<file path="src/rtl/core/emfd_pkg.sv">
package emfd_pkg;

    localparam int FRAME_LENGTH       = 24;
    localparam int GAIN_FRACTION_BITS = 16;
    localparam int ENERGY_WIDTH       = 48;

    localparam int BYTE_W     = 8;
    localparam int COUNT_W    = 24;
    localparam int GAIN_W     = 20;
    localparam int SCALED_W   = 36;
    localparam int TOTAL_W    = 48;
    localparam int PRODUCT_W  = COUNT_W + GAIN_W;
    localparam int GAIN_SHIFT = GAIN_FRACTION_BITS - 8;
    localparam int POS_W      = $clog2(FRAME_LENGTH);

    localparam int PAYLOAD_DEPTH     = 13;
    localparam int SLOT_W            = $clog2(PAYLOAD_DEPTH);
    localparam int FIRST_PAYLOAD_POS = 2;

    localparam logic [BYTE_W-1:0] HDR_FIRST  = 8'h55;
    localparam logic [BYTE_W-1:0] HDR_SECOND = 8'h5A;

    localparam int CFG_INDEX_W = 2;

    localparam logic [GAIN_W-1:0] VOLTAGE_GAIN_RESET = 20'd34859;
    localparam logic [GAIN_W-1:0] CURRENT_GAIN_RESET = 20'd91022;
    localparam logic [GAIN_W-1:0] POWER_GAIN_RESET   = 20'd65536;

    typedef enum logic [1:0] {
        PH_HUNT    = 2'd0,
        PH_SECOND  = 2'd1,
        PH_COLLECT = 2'd2
    } phase_t;

    typedef enum logic [CFG_INDEX_W-1:0] {
        CFG_VOLTAGE_GAIN = 2'd0,
        CFG_CURRENT_GAIN = 2'd1,
        CFG_POWER_GAIN   = 2'd2
    } cfg_reg_t;

    // one decoded frame; counts are zero when the checksum fails
    typedef struct packed {
        logic                valid;
        logic                ok;
        logic [COUNT_W-1:0]  voltage;
        logic [COUNT_W-1:0]  current;
        logic [COUNT_W-1:0]  power;
        logic [COUNT_W-1:0]  energy;
        logic [BYTE_W-1:0]   pf;
    } frame_t;

endpackage

</file>
<file path="src/rtl/core/energy_meter_frame_decoder.sv">
// The edge that accepts a frame's last byte loads stage A; stage B and the output register follow.
// Throughput: one byte per cycle while in_ready is high; every byte of a frame is taken back to
// back, and the three stages (decode, multiply, accumulate) each hold one frame.
// Input stalls only when all three stages are full and the result is not taken.
// Reset (rst_n, async, active low) clears the framing state, the energy sum and the
// pipeline valids, and loads the gain registers with their default coefficients.
module energy_meter_frame_decoder
    import emfd_pkg::*;
(
    input  logic                   clk,
    input  logic                   rst_n,

    input  logic                   cfg_valid,
    output logic                   cfg_ready,
    input  logic [CFG_INDEX_W-1:0] cfg_index,
    input  logic [GAIN_W-1:0]      cfg_data,

    input  logic                   in_valid,
    output logic                   in_ready,
    input  logic [BYTE_W-1:0]      rx_byte,

    output logic                   out_valid,
    input  logic                   out_ready,
    output logic                   frame_ok,
    output logic [COUNT_W-1:0]     voltage_count,
    output logic [COUNT_W-1:0]     current_count,
    output logic [COUNT_W-1:0]     power_count,
    output logic [COUNT_W-1:0]     energy_count,
    output logic [BYTE_W-1:0]      power_factor_hundredths,
    output logic [SCALED_W-1:0]    voltage_scaled,
    output logic [SCALED_W-1:0]    current_scaled,
    output logic [SCALED_W-1:0]    power_scaled,
    output logic [TOTAL_W-1:0]     energy_total
);

    logic [GAIN_W-1:0]       voltage_gain_reg, current_gain_reg, power_gain_reg;

    logic                    take;
    logic                    a_en, b_en, c_en;
    frame_t                  frame;

    logic                    a_valid_reg;
    frame_t                  a_frame_reg;

    logic                    b_valid_reg;
    logic                    b_ok_reg;
    logic [COUNT_W-1:0]      b_voltage_reg, b_current_reg, b_power_reg, b_energy_reg;
    logic [BYTE_W-1:0]       b_pf_reg;
    logic [PRODUCT_W-1:0]    b_vprod_reg, b_iprod_reg, b_pprod_reg;

    logic [SCALED_W-1:0]     v_scaled, i_scaled, p_scaled;
    logic [ENERGY_WIDTH-1:0] energy_sum;
    logic [ENERGY_WIDTH-1:0] energy_acc_reg;

    logic                    out_valid_reg;
    logic                    frame_ok_reg;
    logic [COUNT_W-1:0]      voltage_count_reg, current_count_reg;
    logic [COUNT_W-1:0]      power_count_reg, energy_count_reg;
    logic [BYTE_W-1:0]       pf_reg;
    logic [SCALED_W-1:0]     voltage_scaled_reg, current_scaled_reg, power_scaled_reg;
    logic [TOTAL_W-1:0]      energy_total_reg;

    assign cfg_ready = 1'b1;

    always_ff @(posedge clk or negedge rst_n)
    begin
        if (!rst_n)
        begin
            voltage_gain_reg <= VOLTAGE_GAIN_RESET;
            current_gain_reg <= CURRENT_GAIN_RESET;
            power_gain_reg   <= POWER_GAIN_RESET;
        end
        else if (cfg_valid)
        begin
            unique case (cfg_index)
                CFG_VOLTAGE_GAIN: voltage_gain_reg <= cfg_data;
                CFG_CURRENT_GAIN: current_gain_reg <= cfg_data;
                CFG_POWER_GAIN:   power_gain_reg   <= cfg_data;
                default:          ;
            endcase
        end
    end

    // each stage moves when the one after it is empty or moving
    assign c_en     = !out_valid_reg || out_ready;
    assign b_en     = !b_valid_reg || c_en;
    assign a_en     = !a_valid_reg || b_en;
    assign in_ready = a_en;
    assign take     = in_valid && a_en;

    emfd_parser u_parser (
        .clk     (clk),
        .rst_n   (rst_n),
        .take    (take),
        .rx_byte (rx_byte),
        .frame   (frame)
    );

    // stage A: decoded frame
    always_ff @(posedge clk or negedge rst_n)
    begin
        if (!rst_n)
        begin
            a_valid_reg <= 1'b0;
        end
        else if (a_en)
        begin
            a_valid_reg <= frame.valid;
        end
    end

    always_ff @(posedge clk)
    begin
        if (a_en)
        begin
            a_frame_reg <= frame;
        end
    end

    // stage B: gain products
    always_ff @(posedge clk or negedge rst_n)
    begin
        if (!rst_n)
        begin
            b_valid_reg <= 1'b0;
        end
        else if (b_en)
        begin
            b_valid_reg <= a_valid_reg;
        end
    end

    always_ff @(posedge clk)
    begin
        if (b_en && a_valid_reg)
        begin
            b_ok_reg      <= a_frame_reg.ok;
            b_voltage_reg <= a_frame_reg.voltage;
            b_current_reg <= a_frame_reg.current;
            b_power_reg   <= a_frame_reg.power;
            b_energy_reg  <= a_frame_reg.energy;
            b_pf_reg      <= a_frame_reg.pf;
            b_vprod_reg   <= PRODUCT_W'(a_frame_reg.voltage) * PRODUCT_W'(voltage_gain_reg);
            b_iprod_reg   <= PRODUCT_W'(a_frame_reg.current) * PRODUCT_W'(current_gain_reg);
            b_pprod_reg   <= PRODUCT_W'(a_frame_reg.power) * PRODUCT_W'(power_gain_reg);
        end
    end

    // stage C: scale, accumulate, output register
    assign v_scaled   = SCALED_W'(b_vprod_reg >> GAIN_SHIFT);
    assign i_scaled   = SCALED_W'(b_iprod_reg >> GAIN_SHIFT);
    assign p_scaled   = SCALED_W'(b_pprod_reg >> GAIN_SHIFT);
    assign energy_sum = energy_acc_reg + ENERGY_WIDTH'(p_scaled);

    always_ff @(posedge clk or negedge rst_n)
    begin
        if (!rst_n)
        begin
            out_valid_reg  <= 1'b0;
            energy_acc_reg <= '0;
        end
        else if (c_en)
        begin
            out_valid_reg <= b_valid_reg;
            if (b_valid_reg && b_ok_reg)
            begin
                energy_acc_reg <= energy_sum;
            end
        end
    end

    always_ff @(posedge clk)
    begin
        if (c_en && b_valid_reg)
        begin
            frame_ok_reg       <= b_ok_reg;
            voltage_count_reg  <= b_voltage_reg;
            current_count_reg  <= b_current_reg;
            power_count_reg    <= b_power_reg;
            energy_count_reg   <= b_energy_reg;
            pf_reg             <= b_pf_reg;
            voltage_scaled_reg <= v_scaled;
            current_scaled_reg <= i_scaled;
            power_scaled_reg   <= p_scaled;
            // a failed frame reports zero, not the running sum
            energy_total_reg   <= b_ok_reg ? TOTAL_W'(energy_sum) : '0;
        end
    end

    assign out_valid               = out_valid_reg;
    assign frame_ok                = frame_ok_reg;
    assign voltage_count           = voltage_count_reg;
    assign current_count           = current_count_reg;
    assign power_count             = power_count_reg;
    assign energy_count            = energy_count_reg;
    assign power_factor_hundredths = pf_reg;
    assign voltage_scaled          = voltage_scaled_reg;
    assign current_scaled          = current_scaled_reg;
    assign power_scaled            = power_scaled_reg;
    assign energy_total            = energy_total_reg;

`ifndef SYNTH
    a_stall_only_when_full: assert property (@(posedge clk) disable iff (!rst_n)
        !in_ready |-> (a_valid_reg && b_valid_reg && out_valid_reg))
        else $error("input stalled with a free pipeline stage");

    a_bad_frame_zero: assert property (@(posedge clk) disable iff (!rst_n)
        (out_valid && !frame_ok) |-> (voltage_count == '0 && current_count == '0
            && power_count == '0 && energy_count == '0 && power_factor_hundredths == '0
            && voltage_scaled == '0 && current_scaled == '0 && power_scaled == '0
            && energy_total == '0))
        else $error("failed frame carries nonzero fields");

    a_acc_only_on_good_frame: assert property (@(posedge clk) disable iff (!rst_n)
        !(c_en && b_valid_reg && b_ok_reg) |=> $stable(energy_acc_reg))
        else $error("energy sum changed without a good frame");

    a_total_tracks_acc: assert property (@(posedge clk) disable iff (!rst_n)
        (out_valid && frame_ok) |-> (energy_total == TOTAL_W'(energy_acc_reg)))
        else $error("reported energy total differs from accumulator");
`endif

endmodule

</file>
<file path="src/rtl/core/emfd_parser.sv">
module emfd_parser
    import emfd_pkg::*;
(
    input  logic              clk,
    input  logic              rst_n,
    input  logic              take,
    input  logic [BYTE_W-1:0] rx_byte,
    output frame_t            frame
);

    phase_t              phase_reg, phase_next;
    logic [POS_W-1:0]    pos_reg, pos_next;
    logic [BYTE_W-1:0]   sum_reg, sum_next;
    logic [BYTE_W-1:0]   payload_reg [PAYLOAD_DEPTH];
    logic [POS_W-1:0]    slot;
    logic                last_byte;
    logic                slot_wr;
    logic                checksum_ok;

    assign last_byte   = (pos_reg == POS_W'(FRAME_LENGTH - 1));
    assign slot        = pos_reg - POS_W'(FIRST_PAYLOAD_POS);
    assign slot_wr     = take && (phase_reg == PH_COLLECT) && !last_byte
                         && (slot < POS_W'(PAYLOAD_DEPTH));
    // frame is good when the last byte is the two's complement of the sum
    assign checksum_ok = ((~sum_reg + 8'd1) == rx_byte);

    always_ff @(posedge clk or negedge rst_n)
    begin
        if (!rst_n)
        begin
            phase_reg <= PH_HUNT;
            pos_reg   <= '0;
            sum_reg   <= '0;
        end
        else
        begin
            phase_reg <= phase_next;
            pos_reg   <= pos_next;
            sum_reg   <= sum_next;
        end
    end

    always_ff @(posedge clk)
    begin
        if (slot_wr)
        begin
            payload_reg[slot[SLOT_W-1:0]] <= rx_byte;
        end
    end

    always_comb
    begin
        phase_next = phase_reg;
        pos_next   = pos_reg;
        sum_next   = sum_reg;
        frame      = '0;
        if (take)
        begin
            unique case (phase_reg)
                PH_SECOND:
                begin
                    // a wrong second byte is consumed, even another 0x55
                    if (rx_byte == HDR_SECOND)
                    begin
                        phase_next = PH_COLLECT;
                        pos_next   = POS_W'(FIRST_PAYLOAD_POS);
                        sum_next   = '0;
                    end
                    else
                    begin
                        phase_next = PH_HUNT;
                    end
                end
                PH_COLLECT:
                begin
                    if (!last_byte)
                    begin
                        sum_next = sum_reg + rx_byte;
                        pos_next = pos_reg + POS_W'(1);
                    end
                    else
                    begin
                        phase_next  = PH_HUNT;
                        pos_next    = '0;
                        sum_next    = '0;
                        frame.valid = 1'b1;
                        frame.ok    = checksum_ok;
                        if (checksum_ok)
                        begin
                            frame.voltage = {payload_reg[0], payload_reg[1], payload_reg[2]};
                            frame.current = {payload_reg[3], payload_reg[4], payload_reg[5]};
                            frame.power   = {payload_reg[6], payload_reg[7], payload_reg[8]};
                            frame.energy  = {payload_reg[9], payload_reg[10], payload_reg[11]};
                            frame.pf      = payload_reg[12];
                        end
                    end
                end
                default:
                begin
                    phase_next = (rx_byte == HDR_FIRST) ? PH_SECOND : PH_HUNT;
                end
            endcase
        end
    end

endmodule

</file>
<file path="config.mk">
export PLATFORM = sky130hd
export DESIGN_NAME = energy_meter_frame_decoder
export DESIGN_NICKNAME = d
export VERILOG_FILES = /design/src/rtl/core/emfd_pkg.sv /design/src/rtl/core/energy_meter_frame_decoder.sv /design/src/rtl/core/emfd_parser.sv
export SDC_FILE = /design/constraint.sdc
export NUM_CORES = 2
export LEC_CHECK = 0
export BUFFER_PORTS_ARGS = -buffer_cell sky130_fd_sc_hd__buf_2
export CAP_MARGIN = 20
export CORE_MARGIN = 3
export CORE_UTILIZATION = 45
export DETAILED_ROUTE_END_ITERATION = 8
export GPL_ROUTABILITY_DRIVEN = 0
export HOLD_SLACK_MARGIN = 0.05
export PLACE_DENSITY = 0.72
export SLEW_MARGIN = 30
export SYNTH_ARGS = -nofsm -noshare
export SYNTH_HDL_FRONTEND = slang
export SYNTH_SLANG_ARGS = --single-unit
</file>
<file path="constraint.sdc">
create_clock -name clk -period 9.08 [get_ports clk]
set_clock_uncertainty 0.1 [all_clocks]
set_input_delay 2.27 -clock clk [delete_from_list [all_inputs] [get_ports clk]]
set_output_delay 2.27 -clock clk [all_outputs]
set_load 0.03 [all_outputs]
</file>
==> out/metrics.yaml <==
status: "finished, final reports clean"
wl_um: 184000
cts_buffers: 89
viasPerCell: 5.25
grt_pass1_wl_um: 297000
rr_endpoint: "b_iprod_reg[36]"
yosys_most_used_dff: "edfxtp_1"
rrSetupSlack_ns: 0.95
end_kind: "register"
antenna_found_initial: 5
coreArea_sq_mm: 0.166
power-per-cell-area_mw_per_mm2: 102
postRouteAntennaNets: 0
largest_register_ffs: 105
htreeDepth: 3
hold_end: "energy_count[12]"
hold_viol: 0
r2r-start: "a_frame_reg[63]"
rows: 149
holdCritStartpoint: "b_energy_reg[12]"
io_pins: 299
die_area_sq_mm: 0.173
grt_pass1_vias: 53700
nets: 8741
fin_tns_setup_ns: 0
fmax_mhz: 123
maxSlewViolCount: 0
ys_warn_count: 0
worstPathMaxFanout: 21
grt_setup_unrepaired: "no"
hold_depth: 0
post-cts-setup-buffer-count: 0
cts_tree: "yes"
cp.arrival_ns: 8.45
path_class: "register to register"
cts.clk_slew.worst_paths_ns: 0.07
cp-start-kind: "register"
tightest_slew_ns: 1.09
clock_latency_ns: 0.72
cts_resized: 0
grt_overflow_total: 0
area_delta_synth_final_pct: 8.97
setup_viol: 0
syn_inst: 6882
hold_class: "register to register"
cts-root-buf: "clkbuf_16"
cap_violations: 0
first_iter_violations: 3490
postCtsHoldBufs: 0
die_w_um: 416
grt_usage_pct: 21.9
start_util_pct: 45.5
clockBufferDepth: 3
syn_area_per_cell_sq_um: 11.0
p_leak_nw: 41.1
die_height_um: 416
min_period_over_period_pct: 89.5
period_needed_ns: 8.13
vias: 48800
crit_required_ns: 9.40
ys_async_sr_fraction_pct: 15.6
p_total_mw: 8.44
wl_per_cell_um: 19.8
post_synth_num_cell_types: 78
ir_drop_uv: 171
synth_edf_count: 683
rr_worst_depth: 22
port-buffer-count: 297
synth_area_sq_mm: 0.0755
max-slew-margin-rel_pct: 27.0
drcViolationCount: 0
hpwl_um: 138000
drive_gt1_share_pct: 8.73
yosys_register_bits: 809
clock_sinks: 809
seq_area_frac_synth_pct: 31.3
synth_fp_nets: 8602
firstDrtPassIters: 6
grt_max_degree: 143
layer usage:
metal / share of wire [%] / GRT usage (%) / vias to the layer above / wire [um]
li1: - / - / 21600 / -
met1: 38 / 26.5 / 25000 / 69300
met4: 5.9 / 11.7 / 2 / 10800
met3: 6.4 / 3.12 / 437 / 11700
met5: 0.0071 / 0 / - / 13
met2: 50 / 38.1 / 1797 / 92400
report_power, final:
part | leakage, nW | internal (mW) | switching (mW)
sequential | 9.33 | 4.05 | 0.385
combinational | 30.3 | 0.0885 | 0.175
clock | 1.47 | 2.14 | 1.60
total | 41.1 | 6.27 | 2.16
logic make-up after synthesis:
kind of cell | count (synthesis) | synth area share [%]
DFF | 809 | 31.3
muxes | 70 | 1.04
xor gates and xnor gates | 181 | 2.10
buffers and inverters | 1648 | 8.22
adders and majority gates | 1685 | 39.6
AOI/OAI and AO/OA | 478 | 4.13
other | 1 | 0.00496
and+or+nand+nor | 2010 | 13.6
Yosys cell counts (15+ instances only):
cell,instances,area [sq um]
nand2_1,826,3100
a31oi_1,15,93.8
edfxtp_1,683,20500
and3_1,18,113
fa_1,1175,23500
o21a_1,17,128
nand2b_1,16,100
dfstp_2,16,420
nor2b_1,21,131
mux2_2,69,777
inv_1,1337,5020
o21ai_0,67,335
nand4_1,32,200
nand3_1,35,175
o21bai_1,22,165
a21o_1,93,698
xor2_1,63,552
ha_1,510,6380
xnor2_1,118,1030
and2_1,911,5700
clkbuf_1,298,1120
a21oi_1,151,756
nor2_1,93,349
dfrtp_1,110,2750
nor3_1,22,110
layout make-up:
type | count | area, sq um
fill | 14600 | 83600
multi-input combinational | 4425 | 45700
sequential | 809 | 23700
inverter | 1337 | 5020
tap | 2189 | 2740
clock buffer | 112 | 2450
timing repair buffer | 359 | 2120
clock inverter | 56 | 603
antenna | 4 | 10.0
cells in the final DEF, fill, tap and decap left out, drive strengths merged, types with 17 or more instances in the layout:
cell type | synthesis | final
inv | 1337 | 1346
fa | 1175 | 1175
and2 | 912 | 912
nand2 | 826 | 826
edfxtp | 683 | 683
ha | 510 | 510
buf | 13 | 359
a21oi | 152 | 152
xnor2 | 118 | 118
clkbuf | 298 | 112
dfrtp | 110 | 110
a21o | 93 | 93
nor2 | 93 | 93
o21ai | 80 | 80
mux2 | 69 | 69
xor2 | 63 | 63
nand3 | 35 | 35
clkinv | 0 | 33
nand4 | 32 | 32
nor3 | 23 | 23
o21bai | 22 | 22
nor2b | 21 | 21
and3 | 18 | 18
o21a | 17 | 17
stage by stage:
stage	cell area, sq um	setup slack, ns	hold WS, ns	utilization (%)	std cells
finish	82300	0.954	0.291	49.6	9291
global route	82300	0.614	0.311	49.6	9287
CTS	82100	0.912	0.296	49.5	9277
detailed placement	79100	0.993	0.305	47.7	9109
global placement	79000	1.07	0.301	47.6	9100
floorplan	75500	1.17	0.300	-	6882
worst max-delay path, cell delays in order (launching register included):
cell and delay [ns]:
edfxtp_1 1.01, nand2_1 0.20, fa_1 0.59, inv_1 0.06, fa_1 0.52, inv_1 0.07, fa_1 0.53, inv_1 0.05
fa_1 0.51, fa_1 0.44, fa_1 0.50, inv_1 0.05, fa_1 0.47, inv_1 0.04, ha_1 0.38, a211oi_2 0.30
o21bai_1 0.12, a311o_1 0.38, a32oi_1 0.17, o21ai_0 0.22, nor3_2 0.33, o21ai_1 0.22, a2111oi_0 0.57
how the worst max path moves through the flow:
stage | endpoint | from | slack, ns
6_report | b_iprod_reg[36] | a_frame_reg[63] | 0.95
5_1_grt | b_iprod_reg[36] | a_frame_reg[63] | 0.61
4_1_cts | b_iprod_reg[36] | a_frame_reg[63] | 0.91
3_5_place_dp | b_iprod_reg[36] | a_frame_reg[63] | 0.99
3_3_place_gp | b_iprod_reg[36] | current_gain_reg[11] | 1.07
2_1_floorplan | b_current_reg[0] | out_ready | 1.17
Note: power is estimated with default switching activity, not from simulation.
